File: config.mk
export PLATFORM = sky130hd
export DESIGN_NAME = thermal_frame_min_max_locator_core
export DESIGN_NICKNAME = d
export VERILOG_FILES = /design/src/hw/rtl/tfml_pkg.sv /design/src/hw/rtl/tfml_tracker.sv /design/src/hw/rtl/tfml_convert.sv /design/src/hw/rtl/thermal_frame_min_max_locator_core.sv
export SDC_FILE = /design/constraint.sdc
export NUM_CORES = 1
export LEC_CHECK = 0
export ABC_AREA = 1
export BUFFER_PORTS_ARGS = -buffer_cell sky130_fd_sc_hd__clkbuf_2
export CORE_MARGIN = 5
export CORE_UTILIZATION = 60
export CTS_BUF_LIST = sky130_fd_sc_hd__clkbuf_8 sky130_fd_sc_hd__clkbuf_16
export DETAILED_ROUTE_END_ITERATION = 8
export GPL_ROUTABILITY_DRIVEN = 0
export PLACE_DENSITY_LB_ADDON = 0.2
export SETUP_SLACK_MARGIN = 0.4
export SLEW_MARGIN = 25
export SYNTH_ARGS = -nofsm -noshare
export SYNTH_HDL_FRONTEND = slang
export SYNTH_SLANG_ARGS = --single-unit
File: constraint.sdc
create_clock -name clock -period 15.5 [get_ports clock]
set_input_delay 1.55 -clock clock [delete_from_list [all_inputs] [get_ports clock]]
set_output_delay 1.55 -clock clock [all_outputs]
set_load 0.02 [all_outputs]
File: src/hw/rtl/tfml_pkg.sv
// shared types and constants for the thermal frame min/max locator
`default_nettype none

package tfml_pkg;

   localparam int unsigned PixW   = 16;
   localparam int unsigned CoordW = 16;
   localparam int unsigned CsrAddrW = 1;
   localparam int unsigned CsrDataW = 16;
   localparam int unsigned RspDataW = 2 * PixW + 4 * CoordW;

   // register indexes
   localparam logic [CsrAddrW-1:0] CSR_FRAME_WIDTH  = 1'b0;
   localparam logic [CsrAddrW-1:0] CSR_FRAME_HEIGHT = 1'b1;

   localparam logic [15:0] FrameWidthReset  = 16'd640;
   localparam logic [15:0] FrameHeightReset = 16'd512;

   // 1/64 kelvin to centi-celsius
   localparam int unsigned ProdW = 23;
   localparam int unsigned QuotW = ProdW - 6;
   localparam logic [6:0]       RawScaleMul = 7'd100;
   localparam logic [5:0]       RawRound    = 6'd32;
   localparam logic [QuotW-1:0] KelvinOffset = 17'd27315;

   typedef struct packed {
      logic [15:0] width;
      logic [15:0] height;
   } geom_type;

   typedef struct packed {
      logic [PixW-1:0]   max_raw;
      logic [PixW-1:0]   min_raw;
      logic [CoordW-1:0] max_col;
      logic [CoordW-1:0] max_row;
      logic [CoordW-1:0] min_col;
      logic [CoordW-1:0] min_row;
   } stats_type;

   typedef struct packed {
      logic [15:0]       max_centi_c;
      logic [15:0]       min_centi_c;
      logic [CoordW-1:0] max_col;
      logic [CoordW-1:0] max_row;
      logic [CoordW-1:0] min_col;
      logic [CoordW-1:0] min_row;
   } result_type;

endpackage

`default_nettype wire

File: src/hw/rtl/tfml_tracker.sv
// raster position tracking and running min/max with first-occurrence position
`default_nettype none

module tfml_tracker (
   input  wire logic                       clock,
   input  wire logic                       reset,
   input  wire tfml_pkg::geom_type         geom,
   input  wire logic                       pix_valid,
   input  wire logic [tfml_pkg::PixW-1:0]  pix,
   output logic                            pix_take,
   output logic                            done_valid,
   input  wire logic                       done_ready,
   output tfml_pkg::stats_type             done_stats
);
   import tfml_pkg::*;

   logic [CoordW-1:0] cur_col_ff, cur_col_in;
   logic [CoordW-1:0] cur_row_ff, cur_row_in;
   stats_type         best_ff, best_in, best_upd;
   stats_type         done_ff;
   logic              done_vld_ff;
   logic [CoordW:0]   col_inc, row_inc;
   logic              first_pix, col_end, row_end, frame_end, done_free;

   assign col_inc   = {1'b0, cur_col_ff} + {{CoordW{1'b0}}, 1'b1};
   assign row_inc   = {1'b0, cur_row_ff} + {{CoordW{1'b0}}, 1'b1};
   // a zero register value ends the row or frame at once, as a size of one
   assign col_end   = col_inc >= {1'b0, geom.width};
   assign row_end   = row_inc >= {1'b0, geom.height};
   assign frame_end = col_end && row_end;
   assign first_pix = (cur_col_ff == '0) && (cur_row_ff == '0);

   assign done_free = !done_vld_ff || done_ready;
   assign pix_take  = pix_valid && (!frame_end || done_free);

   always_comb begin
      best_upd = best_ff;
      if (first_pix) begin
         best_upd.max_raw = pix;
         best_upd.min_raw = pix;
         best_upd.max_col = '0;
         best_upd.max_row = '0;
         best_upd.min_col = '0;
         best_upd.min_row = '0;
      end else begin
         if (pix < best_ff.min_raw) begin
            best_upd.min_raw = pix;
            best_upd.min_col = cur_col_ff;
            best_upd.min_row = cur_row_ff;
         end
         if (pix > best_ff.max_raw) begin
            best_upd.max_raw = pix;
            best_upd.max_col = cur_col_ff;
            best_upd.max_row = cur_row_ff;
         end
      end
   end

   always_comb begin
      cur_col_in = cur_col_ff;
      cur_row_in = cur_row_ff;
      best_in    = best_ff;
      if (pix_take) begin
         if (!col_end) begin
            cur_col_in = col_inc[CoordW-1:0];
            best_in    = best_upd;
         end else if (!row_end) begin
            cur_col_in = '0;
            cur_row_in = row_inc[CoordW-1:0];
            best_in    = best_upd;
         end else begin
            cur_col_in = '0;
            cur_row_in = '0;
            best_in    = '0;
         end
      end
   end

   always_ff @(posedge clock) begin
      if (reset) begin
         cur_col_ff  <= '0;
         cur_row_ff  <= '0;
         best_ff     <= '0;
         done_vld_ff <= 1'b0;
      end else begin
         cur_col_ff <= cur_col_in;
         cur_row_ff <= cur_row_in;
         best_ff    <= best_in;
         if (pix_take && frame_end) begin
            done_vld_ff <= 1'b1;
         end else if (done_ready) begin
            done_vld_ff <= 1'b0;
         end
      end
   end

   always_ff @(posedge clock) begin
      if (pix_take && frame_end) begin
         done_ff <= best_upd;
      end
   end

   assign done_valid = done_vld_ff;
   assign done_stats = done_ff;

endmodule

`default_nettype wire

File: src/hw/rtl/tfml_convert.sv
// raw to centi-celsius conversion with saturation and result register
`default_nettype none

module tfml_convert (
   input  wire logic                 clock,
   input  wire logic                 reset,
   input  wire logic                 in_valid,
   output logic                      in_ready,
   input  wire tfml_pkg::stats_type  in_stats,
   output logic                      out_valid,
   input  wire logic                 out_ready,
   output tfml_pkg::result_type      out_result
);
   import tfml_pkg::*;

   function automatic logic [15:0] to_centi_c(input logic [PixW-1:0] raw);
      logic [ProdW-1:0] prod;
      logic [QuotW-1:0] quot;
      logic [QuotW-1:0] diff;
      prod = ({{(ProdW-PixW){1'b0}}, raw} * {{(ProdW-7){1'b0}}, RawScaleMul})
             + {{(ProdW-6){1'b0}}, RawRound};
      quot = prod[ProdW-1:6];
      diff = quot - KelvinOffset;
      if (quot < KelvinOffset) begin
         to_centi_c = 16'd0;
      end else if (diff[QuotW-1]) begin
         to_centi_c = 16'hffff;
      end else begin
         to_centi_c = diff[15:0];
      end
   endfunction

   result_type result_ff, result_in;
   logic       vld_ff;

   assign in_ready = !vld_ff || out_ready;

   always_comb begin
      result_in.max_centi_c = to_centi_c(in_stats.max_raw);
      result_in.min_centi_c = to_centi_c(in_stats.min_raw);
      result_in.max_col     = in_stats.max_col;
      result_in.max_row     = in_stats.max_row;
      result_in.min_col     = in_stats.min_col;
      result_in.min_row     = in_stats.min_row;
   end

   always_ff @(posedge clock) begin
      if (reset) begin
         vld_ff <= 1'b0;
      end else if (in_ready) begin
         vld_ff <= in_valid;
      end
   end

   always_ff @(posedge clock) begin
      if (in_ready && in_valid) begin
         result_ff <= result_in;
      end
   end

   assign out_valid  = vld_ff;
   assign out_result = result_ff;

endmodule

`default_nettype wire

File: src/hw/rtl/thermal_frame_min_max_locator_core.sv
// top level of the thermal frame min/max locator
`default_nettype none

// Takes one 16-bit radiometric pixel (1/64 K) per beat in raster order and,
// after frame_width * frame_height pixels, returns one beat with the hottest
// and coldest values in centi-Celsius (saturated to 0..65535) and the column
// and row of the first occurrence of each. One pixel is accepted every clock;
// the only stall comes from a held result beat backing up the result
// register and the frame-done register. After the last pixel of its frame
// is accepted into the input register, its result passes through the tracker
// frame-done register, then the conversion register. Geometry writes take
// effect at once.
module thermal_frame_min_max_locator_core (
   input  wire logic                           clock,
   input  wire logic                           reset,
   input  wire logic                           req_tvalid,
   output logic                                req_tready,
   input  wire logic [15:0]                    req_tdata,   // pixel_raw
   output logic                                rsp_tvalid,
   input  wire logic                           rsp_tready,
   // max_centi_c, min_centi_c, max_col, max_row, min_col, min_row
   output logic [tfml_pkg::RspDataW-1:0]       rsp_tdata,
   input  wire logic                           csr_we,
   input  wire logic [tfml_pkg::CsrAddrW-1:0]  csr_addr,
   input  wire logic [tfml_pkg::CsrDataW-1:0]  csr_wdata
);
   import tfml_pkg::*;

   geom_type        geom_ff;
   logic [PixW-1:0] pix_ff;
   logic            pix_vld_ff;
   logic            pix_take;
   logic            done_valid, done_ready;
   stats_type       done_stats;
   result_type      result;

   always_ff @(posedge clock) begin
      if (reset) begin
         geom_ff.width  <= FrameWidthReset;
         geom_ff.height <= FrameHeightReset;
      end else if (csr_we) begin
         case (csr_addr)
            CSR_FRAME_WIDTH:  geom_ff.width  <= csr_wdata;
            CSR_FRAME_HEIGHT: geom_ff.height <= csr_wdata;
            default: ;
         endcase
      end
   end

   assign req_tready = !pix_vld_ff || pix_take;

   always_ff @(posedge clock) begin
      if (reset) begin
         pix_vld_ff <= 1'b0;
      end else if (req_tready) begin
         pix_vld_ff <= req_tvalid;
      end
   end

   always_ff @(posedge clock) begin
      if (req_tready && req_tvalid) begin
         pix_ff <= req_tdata;
      end
   end

   tfml_tracker u_tracker (
      .clock      (clock),
      .reset      (reset),
      .geom       (geom_ff),
      .pix_valid  (pix_vld_ff),
      .pix        (pix_ff),
      .pix_take   (pix_take),
      .done_valid (done_valid),
      .done_ready (done_ready),
      .done_stats (done_stats)
   );

   tfml_convert u_convert (
      .clock      (clock),
      .reset      (reset),
      .in_valid   (done_valid),
      .in_ready   (done_ready),
      .in_stats   (done_stats),
      .out_valid  (rsp_tvalid),
      .out_ready  (rsp_tready),
      .out_result (result)
   );

   assign rsp_tdata = {result.min_row, result.min_col, result.max_row,
                       result.max_col, result.min_centi_c,
                       result.max_centi_c};

endmodule

`default_nettype wire

* After elaboration in Yosys (flattened, before gate mapping)
Cells that the tools add are included. Widths: inputs -> output; s select.
Storage, ports and cells: flip-flop bits (word level) 371, input bits 38, output and inout bits 98, logic and storage cells 74
Operators by class: add/sub/neg operators 6, multipliers 2, magnitude comparators 6, muxes and demuxes 13, bitwise operators 1, reduce and logical (&&, ||, !) cells 20
Operators by type and width (count):
- $mux 96 | 3
- $mux 16 | 6
- $mux 32 | 2
- $add 23x6->23 const B | 2
- $mul 16x5->21 const B | 2
- $add 16x1->17 const B | 2
- $ge 17x16->1 | 2
- $lt 17x15->1 const B | 2
- $sub 17x15->17 const B | 2
- $logic_not 16->1 | 2
- $gt 16x16->1 | 1
- $lt 16x16->1 | 1
- $logic_and 1x1->1 | 6
- $reduce_and 2->1 | 3
- $logic_not 1->1 | 4
- $logic_or 1x1->1 | 4
- $mux 1 | 2
- $reduce_bool 2->1 | 1
- $not 1->1 | 1

* Longest topological paths before layout
Gate-level depths: netlist of run 1.
depth after elaboration 8, depth in mapped cells 30, depth with buffers taken out 30

* Modules after synthesis
Synthesis of run 1 repeated with hierarchy kept, for this count alone.
Unflattened totals: cells, all modules 2982, area total of the unflattened synthesis 23278.6 sq um
By module, submodules not included:
- tfml_tracker | times used 1, cells an instance 1601, area each 12101.6 sq um, seq. area each 5465.2 sq um
- tfml_convert | times used 1, cells an instance 1187, area each 9384.0 sq um, seq. area each 2902.8 sq um
- thermal_frame_min_max_locator_core | times used 1, cells an instance 194, area each 1793.0 sq um, seq. area each 1141.1 sq um

* Worst setup path after synthesis of run 1
Ideal clock, no wire load.
kind input port to flip-flop, start in rsp_tready, end reg u_convert.result_ff, in the netlist u_convert.out_result[0] (enable), setup time 0.583 ns, data arrival time 6.201 ns, required time 14.917 ns, path slack 8.717 ns, cell stages on the path 2, buffers on the path 0, cells stage by stage inv_1 > a21oi_1
Between the ends: cells in the longest elaborated chain, start to end 2
RTL lines:
- from (decl) | RTL line thermal_frame_min_max_locator_core.sv:20 | input wire logic rsp_tready,
- $logic_or 1x1->1 | RTL line tfml_convert.sv:36 | assign in_ready = !vld_ff || out_ready;
- $logic_and 1x1->1 | RTL line tfml_convert.sv:56 | if (in_ready && in_valid) begin
- to (signal assigned) | RTL line tfml_convert.sv:57 | result_ff <= result_in;
- to (decl) | RTL line tfml_convert.sv:33 | result_type result_ff, result_in;
No other way between the ends. A chain may end at the register's enable or synchronous reset.

* Worst setup path in the final report of run 1
start reg u_tracker.cur_col_ff[0], end out req_tready
Between the ends: cells in the longest elaborated chain, start to end 7
RTL lines:
- from (decl) | RTL line tfml_tracker.sv:17 | logic [CoordW-1:0] cur_col_ff, cur_col_in;
- from (signal assigned) | RTL line tfml_tracker.sv:86 | cur_col_ff <= cur_col_in;
- $add 16x1->17 | RTL line tfml_tracker.sv:25 | assign col_inc = {1'b0, cur_col_ff} + {{CoordW{1'b0}}, 1'b1};
- $ge 17x16->1 | RTL line tfml_tracker.sv:28 | assign col_end = col_inc >= {1'b0, geom.width};
- $logic_and 1x1->1 | RTL line tfml_tracker.sv:30 | assign frame_end = col_end && row_end;
- $logic_not 1->1 | RTL line tfml_tracker.sv:34 | assign pix_take = pix_valid && (!frame_end || done_free);
- $logic_or 1x1->1 | RTL line tfml_tracker.sv:34
- $logic_and 1x1->1 | RTL line tfml_tracker.sv:34
- $logic_or 1x1->1 | RTL line thermal_frame_min_max_locator_core.sv:50 | assign req_tready = !pix_vld_ff || pix_take;
- to (decl) | RTL line thermal_frame_min_max_locator_core.sv:17 | output logic req_tready,
No other way between the ends.

==> results.sh, run 1 <==
export IMPL_postRouteWirelength_um=48700
export IMPL_design_die_area_mm2=0.0403
export IMPL_setup_viol_count_final=0
export IMPL_synth_enable_flop_cells=208
export IMPL_critical_path_max_fanout=7
export IMPL_synth_top_area_frac=0.286
export IMPL_critical_path_arrival_ns=4.19
export IMPL_yosysTopAreaCell="sky130_fd_sc_hd__edfxtp_1"
export IMPL_grt_antenna_before_repair=0
export IMPL_number_of_levels_in_the_clock_h_tree=2
export IMPL_antenna_cells_inserted=0
export IMPL_crit_path_top_delay_cell="sky130_fd_sc_hd__dfxtp_1"
export IMPL_chipWidth_um=201
export IMPL_clockBufferDepth=3
export IMPL_initialDrtViolationCount=1174
export IMPL_tightest_slew_ns=0.974
export IMPL_most_frequent_cells_in_the_layout="sky130_fd_sc_hd__nand2_1 (590), sky130_fd_sc_hd__inv_1 (368), sky130_fd_sc_hd__nor2_1 (228)"
export IMPL_finalNetCount=2948
export IMPL_synthFlopType="sky130_fd_sc_hd__edfxtp_1"
export IMPL_place_detailed_instances=3131
export IMPL_drt_vias_per_instance=5.44
export IMPL_timing_final_max_slew_violations=0
export IMPL_power_density_mw_per_mm2=99.8
export IMPL_cp_required_ns=13.95
export IMPL_cp_top_family="simple AND/OR/NAND/NOR gates"
export IMPL_design_portCount=136
export IMPL_buffer_ports_inserted=135
export IMPL_timing_critical_path_slowest_cell_delay_ns=0.48
export IMPL_clk_latency_ns=0.57
export IMPL_mean_instance_size_in_the_synthesized_netlist_um2=8.36
export IMPL_setup_total_negative_slack_ns=0
export IMPL_slew_limit_headroom=0.351
export IMPL_die_y_um=201
export IMPL_synth_area_mm2=0.0218
export IMPL_synth_warnings=0
export IMPL_clock_input_transition_at_the_sequential_cells_of_the_worst_setup_and_hold_paths_ns=0.06
export IMPL_ys_seq_area_frac=0.436
export IMPL_grt_start_max_net_pins=97
export IMPL_cts_root_buffer_cell="sky130_fd_sc_hd__clkbuf_16"
export IMPL_unrepaired_setup_endpoints_after_global_routing="false"
export IMPL_gr_usage_all_layers=0.237
export IMPL_drtAntennaViolNets=0
export IMPL_ys_ff_latch=371
export IMPL_path_cells="ha_1, nand2_1, nor2_4, nand3_2, nor4_1, inv_1, nor2_1, inv_1, nor2_1, inv_1, o21ai_0, inv_1, ha_1, nand2_1, nor2_1, a211oi_1, nor2_1, nor3_2, nand3_2, nand2_1, inv_2, nand3_1, clkbuf_2"
export IMPL_ys_types=60
export IMPL_synthTopCellsByArea="sky130_fd_sc_hd__edfxtp_1 (29%), sky130_fd_sc_hd__dfxtp_1 (15%), sky130_fd_sc_hd__nand2_1 (10%)"
export IMPL_asyncSetResetFlopFracSynth=0
export IMPL_drc_violations_left=0
export IMPL_post_cts_buffers=0
export IMPL_cts_tree="done"
export IMPL_timing_setup_critical_path_class="flop to output port"
export IMPL_num_vias=17400
export IMPL_layout_drive_gt1_share=0.144
export IMPL_numCtsBuffers=39
export IMPL_final_min_clock_period_ns=5.74
export IMPL_dp_final_hpwl_um=35300
export IMPL_critical_path_n_buffers_inverters=6
export IMPL_max_cap_violations=0
export IMPL_layout_commonest_cell="sky130_fd_sc_hd__nand2_1"
export IMPL_power_leakage_nw=10.9
export IMPL_cts_repair_resized=0
export IMPL_worstHoldPathType="flop to flop"
export IMPL_floorplan_core_area_mm2=0.0357
export IMPL_netlist_instances=2609
export IMPL_run_status="finished clean"
export IMPL_hold_violations=0
export IMPL_initial_core_util=0.610
export IMPL_first_global_vias=16900
export IMPL_globalRouteOverflowTotal=0
export IMPL_grt_pass1_wl_um=80700
export IMPL_vdd_ir_drop_worst_mv=0.0936
export IMPL_maxClockFrequency_mhz=174
export IMPL_finish_cell_count_without_fillers=3203
export IMPL_cts_sink_count=371
export IMPL_synth_net_count=2846
export IMPL_clock_skew_ns=0.0195
export IMPL_post_cts_hold_buffer_count=0
export IMPL_cp_end_kind="output port"
export IMPL_synthToLayoutAreaGrowth_pct=10.2
export IMPL_critical_path_startpoint_type="flop"
export IMPL_drt_wirelength_per_cell_um=15.2
export IMPL_placementRows=69
export IMPL_min_period_over_period=0.370
export IMPL_drt_pre_antenna_iters=7
## per-stage QoR
stage                     utilization  setup WS [ns]  cell area, µm²  hold slack [ns]  total power [mW]
after floorplan                     -           8.72           21800            0.400              1.39
after global placement          0.636          10.38           22700            0.404              1.46
after detailed placement        0.637          10.17           22800            0.405              1.47
after CTS                       0.673           9.83           24000            0.405              2.41
after global routing            0.673           9.40           24000            0.418              2.50
final                           0.673           9.76           24000            0.415              2.40
## cell usage after synthesis (all sizes together) (12+ instances only)
library cell	instances
nand2	660
clkbuf	57
ha	177
inv	384
dfxtp	163
nor3	25
nor2	252
buf	25
nand3	144
nand4	36
fa	22
xnor2	12
a21oi	200
o21ai	164
xor2	34
edfxtp	208
## sequential cells by signal, summed over array words and instances, names as in the netlist
| signal | cells |
|---|---|
| u_tracker.best_ff | 96 |
| u_tracker.cur_col_ff | 16 |
| u_convert.out_result | 96 |
| geom_ff | 32 |
| u_tracker.cur_row_ff | 16 |
| pix_ff | 16 |
| u_tracker.done_stats | 96 |
| pix_vld_ff | 1 |
| u_convert.out_valid | 1 |
| u_tracker.done_valid | 1 |
## worst register-to-register path: cells and delay by family (launching register included)
| family | cells | cell delay (ns) |
|---|---|---|
| buffers and inverters | 7 | 1.65 |
| and+or+nand+nor | 14 | 2.01 |
| adders and majority gates | 2 | 0.56 |
| AOI/OAI and AO/OA | 2 | 0.32 |
| DFF | 1 | 0.48 |
## cell families (layout without fill, tap and decap cells)
logic type | count (synthesis) | in the layout | synth area share
and+or+nand+nor | 1130 | 1130 | 0.239
buffers and inverters | 470 | 603 | 0.0857
AOI/OAI and AO/OA | 393 | 393 | 0.0971
DFF | 371 | 371 | 0.436
adders and majority gates | 199 | 199 | 0.122
xor gates and xnor gates | 46 | 46 | 0.0207
## final cells by class
class / instances / area [µm²]
Sequential cell: 371 / 9510
Tap cell: 461 / 577
Fill cell: 2884 / 11700
Inverter: 388 / 1460
Multi-Input combinational cell: 1768 / 10500
Clock buffer: 43 / 1050
Clock inverter: 29 / 240
Timing Repair Buffer: 143 / 742
## path summary, 6_finish.rpt
kind | slack [ns] | depth (start not counted) | end | startpoint
min reg2reg | 0.42 | 0 | u_convert.out_result[9]$_DFFE_PP_ | u_tracker.done_stats[9]$_DFFE_PP_
max reg2reg | 10.04 | 25 | u_tracker.done_stats[48]$_DFFE_PP_ | u_tracker.cur_col_ff[0]$_SDFFE_PP0P_
min | 0.42 | 0 | u_convert.out_result[9]$_DFFE_PP_ | u_tracker.done_stats[9]$_DFFE_PP_
max | 9.76 | 23 | req_tready | u_tracker.cur_col_ff[0]$_SDFFE_PP0P_
## layer usage
metal | global-route usage | vias to the layer above | routed length, µm
met3 | 0.0438 | 106 | 2710
met2 | 0.427 | 451 | 24400
met4 | 0.0838 | 0 | 1580
li1 | - | 8725 | -
met1 | 0.285 | 8158 | 19900
met5 | 0 | - | 0
## power by group
group	internal (mW)	switching [mW]
Sequential	1.08	0.0209
Clock	0.543	0.400
Combinational	0.112	0.246
Total	1.73	0.667
Power figures use the tool's default switching activity.
==> inputs of run 2 (changes only) <==
clock period = 5.6 ns   (was 15.5 ns; I/O delays follow)
==> results.sh, run 2 (synthesized netlist as in run 1, its figures left out) <==
export IMPL_run_status="finished clean"
export IMPL_design_die_area_mm2=0.0403
export IMPL_power_leakage_nw=10.9
export IMPL_cts_repair_resized=0
export IMPL_switching_share=0.276
export IMPL_setup_viol_count_final=0
export IMPL_drt_pre_antenna_iters=6
export IMPL_max_cap_violations=0
export IMPL_num_vias=17400
export IMPL_post_cts_hold_buffer_count=0
export IMPL_clock_input_transition_at_the_sequential_cells_of_the_worst_setup_and_hold_paths_ns=0.06
export IMPL_cts_root_buffer_cell="sky130_fd_sc_hd__clkbuf_16"
export IMPL_critical_path_startpoint_type="flop"
export IMPL_layout_commonest_cell="sky130_fd_sc_hd__nand2_1"
export IMPL_layout_drive_gt1_share=0.144
export IMPL_cts_tree="done"
export IMPL_clockBufferDepth=3
export IMPL_grt_antenna_before_repair=0
export IMPL_worstHoldPathType="input pin to flop"
export IMPL_combPwrFrac=0.149
export IMPL_postRouteWirelength_um=48300
export IMPL_chipWidth_um=201
export IMPL_synthToLayoutAreaGrowth_pct=10.7
export IMPL_reg2regPathDepth=25
export IMPL_timing_setup_critical_path_class="flop to flop"
export IMPL_detailedPlace_worstSlack_ns=0.841
export IMPL_tightest_slew_ns=0.996
export IMPL_timing_final_max_slew_violations=0
export IMPL_floorplan_core_area_mm2=0.0357
export IMPL_power_density_mw_per_mm2=276
export IMPL_power_switching_mw=1.84
export IMPL_clock_power_share=0.393
export IMPL_initial_core_util=0.610
export IMPL_hold_path_cell_count=1
export IMPL_critical_path_max_fanout=88
export IMPL_clock_skew_ns=0.0183
export IMPL_clk_latency_ns=0.56
export IMPL_grt_start_max_net_pins=89
export IMPL_most_frequent_cells_in_the_layout="sky130_fd_sc_hd__nand2_1 (592), sky130_fd_sc_hd__inv_1 (369), sky130_fd_sc_hd__nor2_1 (228)"
export IMPL_hold_path_startpoint="req_tdata[0]"
export IMPL_drt_vias_per_instance=5.42
export IMPL_maxClockFrequency_mhz=209
export IMPL_finalNetCount=2952
export IMPL_hold_path_end="pix_ff[0]$_DFFE_PP_"
export IMPL_gr_usage_all_layers=0.236
export IMPL_worst_r2r_endpoint="u_tracker.done_stats[4]$_DFFE_PP_"
export IMPL_drt_wirelength_per_cell_um=15.1
export IMPL_drc_violations_left=0
export IMPL_sequential_cell_fraction_of_total_power=0.457
export IMPL_rr_startpoint="u_tracker.cur_col_ff[0]$_SDFFE_PP0P_"
export IMPL_slew_limit_headroom=0.336
export IMPL_dp_final_hpwl_um=35000
export IMPL_final_min_clock_period_ns=4.79
export IMPL_placementRows=69
export IMPL_cp_required_ns=5.78
export IMPL_post_cts_buffers=0
export IMPL_first_global_vias=17000
export IMPL_vdd_ir_drop_worst_mv=0.232
export IMPL_drtAntennaViolNets=0
export IMPL_setup_total_negative_slack_ns=0
export IMPL_p_int_mw=4.82
export IMPL_regToRegSetupSlack_ns=0.81
export IMPL_initialDrtViolationCount=1071
export IMPL_design_portCount=136
export IMPL_hold_violations=0
export IMPL_cts_sink_count=371
export IMPL_critical_path_arrival_ns=4.97
export IMPL_cp_end_kind="flop"
export IMPL_worst_slack_ns=0.812
export IMPL_min_period_over_period=0.855
export IMPL_unrepaired_setup_endpoints_after_global_routing="false"
export IMPL_antenna_cells_inserted=0
export IMPL_grt_pass1_wl_um=80400
export IMPL_globalRouteOverflowTotal=0
export IMPL_number_of_levels_in_the_clock_h_tree=2
export IMPL_numCtsBuffers=40
export IMPL_buffer_ports_inserted=135
export IMPL_die_y_um=201
run 2: cell count changes in the layout (fill, tap and decap cells not counted), moves of 2 or more:
cell / previous run / this run
sky130_fd_sc_hd__clkinv_1: 6 / 8
sky130_fd_sc_hd__clkinv_2: 9 / 5
sky130_fd_sc_hd__clkinvlp_4: 2 / 4
sky130_fd_sc_hd__inv_8: 2 / 0
sky130_fd_sc_hd__nand2_1: 590 / 592
sky130_fd_sc_hd__nand2_2: 62 / 60
run 2: final cells by class:
cell class / count / area, µm²
inverter: 388 / 1460
tap: 461 / 577
clock inverter: 31 / 278
multi-input combinational: 1768 / 10500
sequential: 371 / 9510
timing repair buffer: 146 / 797
fill: 2871 / 11600
clock buffer: 43 / 1050
run 2: power groups by stage:
stage	clock [mW]	sequential (mW)	combinational [mW]
3_3_place_gp	0	3.10	0.946
2_1_floorplan	0	3.08	0.761
5_1_grt	2.78	3.05	1.13
3_5_place_dp	0	3.10	0.977
6_report	2.62	3.04	0.994
4_1_cts	2.66	3.04	0.989
run 2: worst max-delay path, cell delays in order (launching register included):
cell                         delay [ns]
sky130_fd_sc_hd__dfxtp_1           0.47
sky130_fd_sc_hd__ha_1              0.24
sky130_fd_sc_hd__nand2_1           0.09
sky130_fd_sc_hd__nor2_4            0.12
sky130_fd_sc_hd__nand3_2           0.13
sky130_fd_sc_hd__nor4_1            0.19
sky130_fd_sc_hd__inv_1             0.10
sky130_fd_sc_hd__nor2_1            0.10
sky130_fd_sc_hd__inv_1             0.06
sky130_fd_sc_hd__nor2_1            0.12
sky130_fd_sc_hd__inv_1             0.06
sky130_fd_sc_hd__o21ai_0           0.08
sky130_fd_sc_hd__inv_1             0.08
sky130_fd_sc_hd__ha_1              0.31
sky130_fd_sc_hd__nand2_1           0.10
sky130_fd_sc_hd__nor2_1            0.06
sky130_fd_sc_hd__a211oi_1          0.20
sky130_fd_sc_hd__nor2_1            0.09
sky130_fd_sc_hd__nor3_2            0.20
sky130_fd_sc_hd__nand3_2           0.15
sky130_fd_sc_hd__nand3_1           0.22
sky130_fd_sc_hd__nand2_8           0.26
sky130_fd_sc_hd__inv_2             0.16
sky130_fd_sc_hd__nand2_1           0.10
sky130_fd_sc_hd__clkinvlp_4        0.23
sky130_fd_sc_hd__buf_16            0.35
run 2: per-stage QoR:
| step | power, mW | utilization | instances | hold slack (ns) | area [µm²] |
|---|---|---|---|---|---|
| 2_1_floorplan | 3.84 | - | 2609 | 0.400 | 21800 |
| 3_3_place_gp | 4.04 | 0.638 | 3134 | 0.404 | 22800 |
| 3_5_place_dp | 4.08 | 0.638 | 3134 | 0.405 | 22800 |
| 4_1_cts | 6.69 | 0.675 | 3208 | 0.163 | 24100 |
| 5_1_grt | 6.96 | 0.676 | 3208 | 0.164 | 24100 |
| 6_report | 6.65 | 0.676 | 3208 | 0.183 | 24100 |
run 2: worst max path at each step:
stage / to / slack, ns / start
2_1_floorplan: u_tracker.done_stats[0]$_DFFE_PP_ / 0.79 / u_tracker.cur_col_ff[0]$_SDFFE_PP0P_
3_3_place_gp: u_tracker.done_stats[9]$_DFFE_PP_ / 1.03 / u_tracker.cur_col_ff[0]$_SDFFE_PP0P_
3_5_place_dp: u_tracker.done_stats[7]$_DFFE_PP_ / 0.84 / u_tracker.cur_col_ff[0]$_SDFFE_PP0P_
4_1_cts: u_tracker.done_stats[4]$_DFFE_PP_ / 0.78 / u_tracker.cur_col_ff[0]$_SDFFE_PP0P_
5_1_grt: u_tracker.cur_row_ff[9]$_SDFFE_PP0P_ / 0.41 / u_tracker.cur_col_ff[0]$_SDFFE_PP0P_
6_report: u_tracker.done_stats[4]$_DFFE_PP_ / 0.81 / u_tracker.cur_col_ff[0]$_SDFFE_PP0P_
run 2: per-layer routing:
metal,up-vias,part of all wire,wire (µm),GRT usage
li1,8718,-,-,-
met1,8104,0.41,19800,0.286
met2,459,0.51,24800,0.434
met3,107,0.049,2360,0.0318
met4,0,0.030,1440,0.0814
met5,-,0,0,0
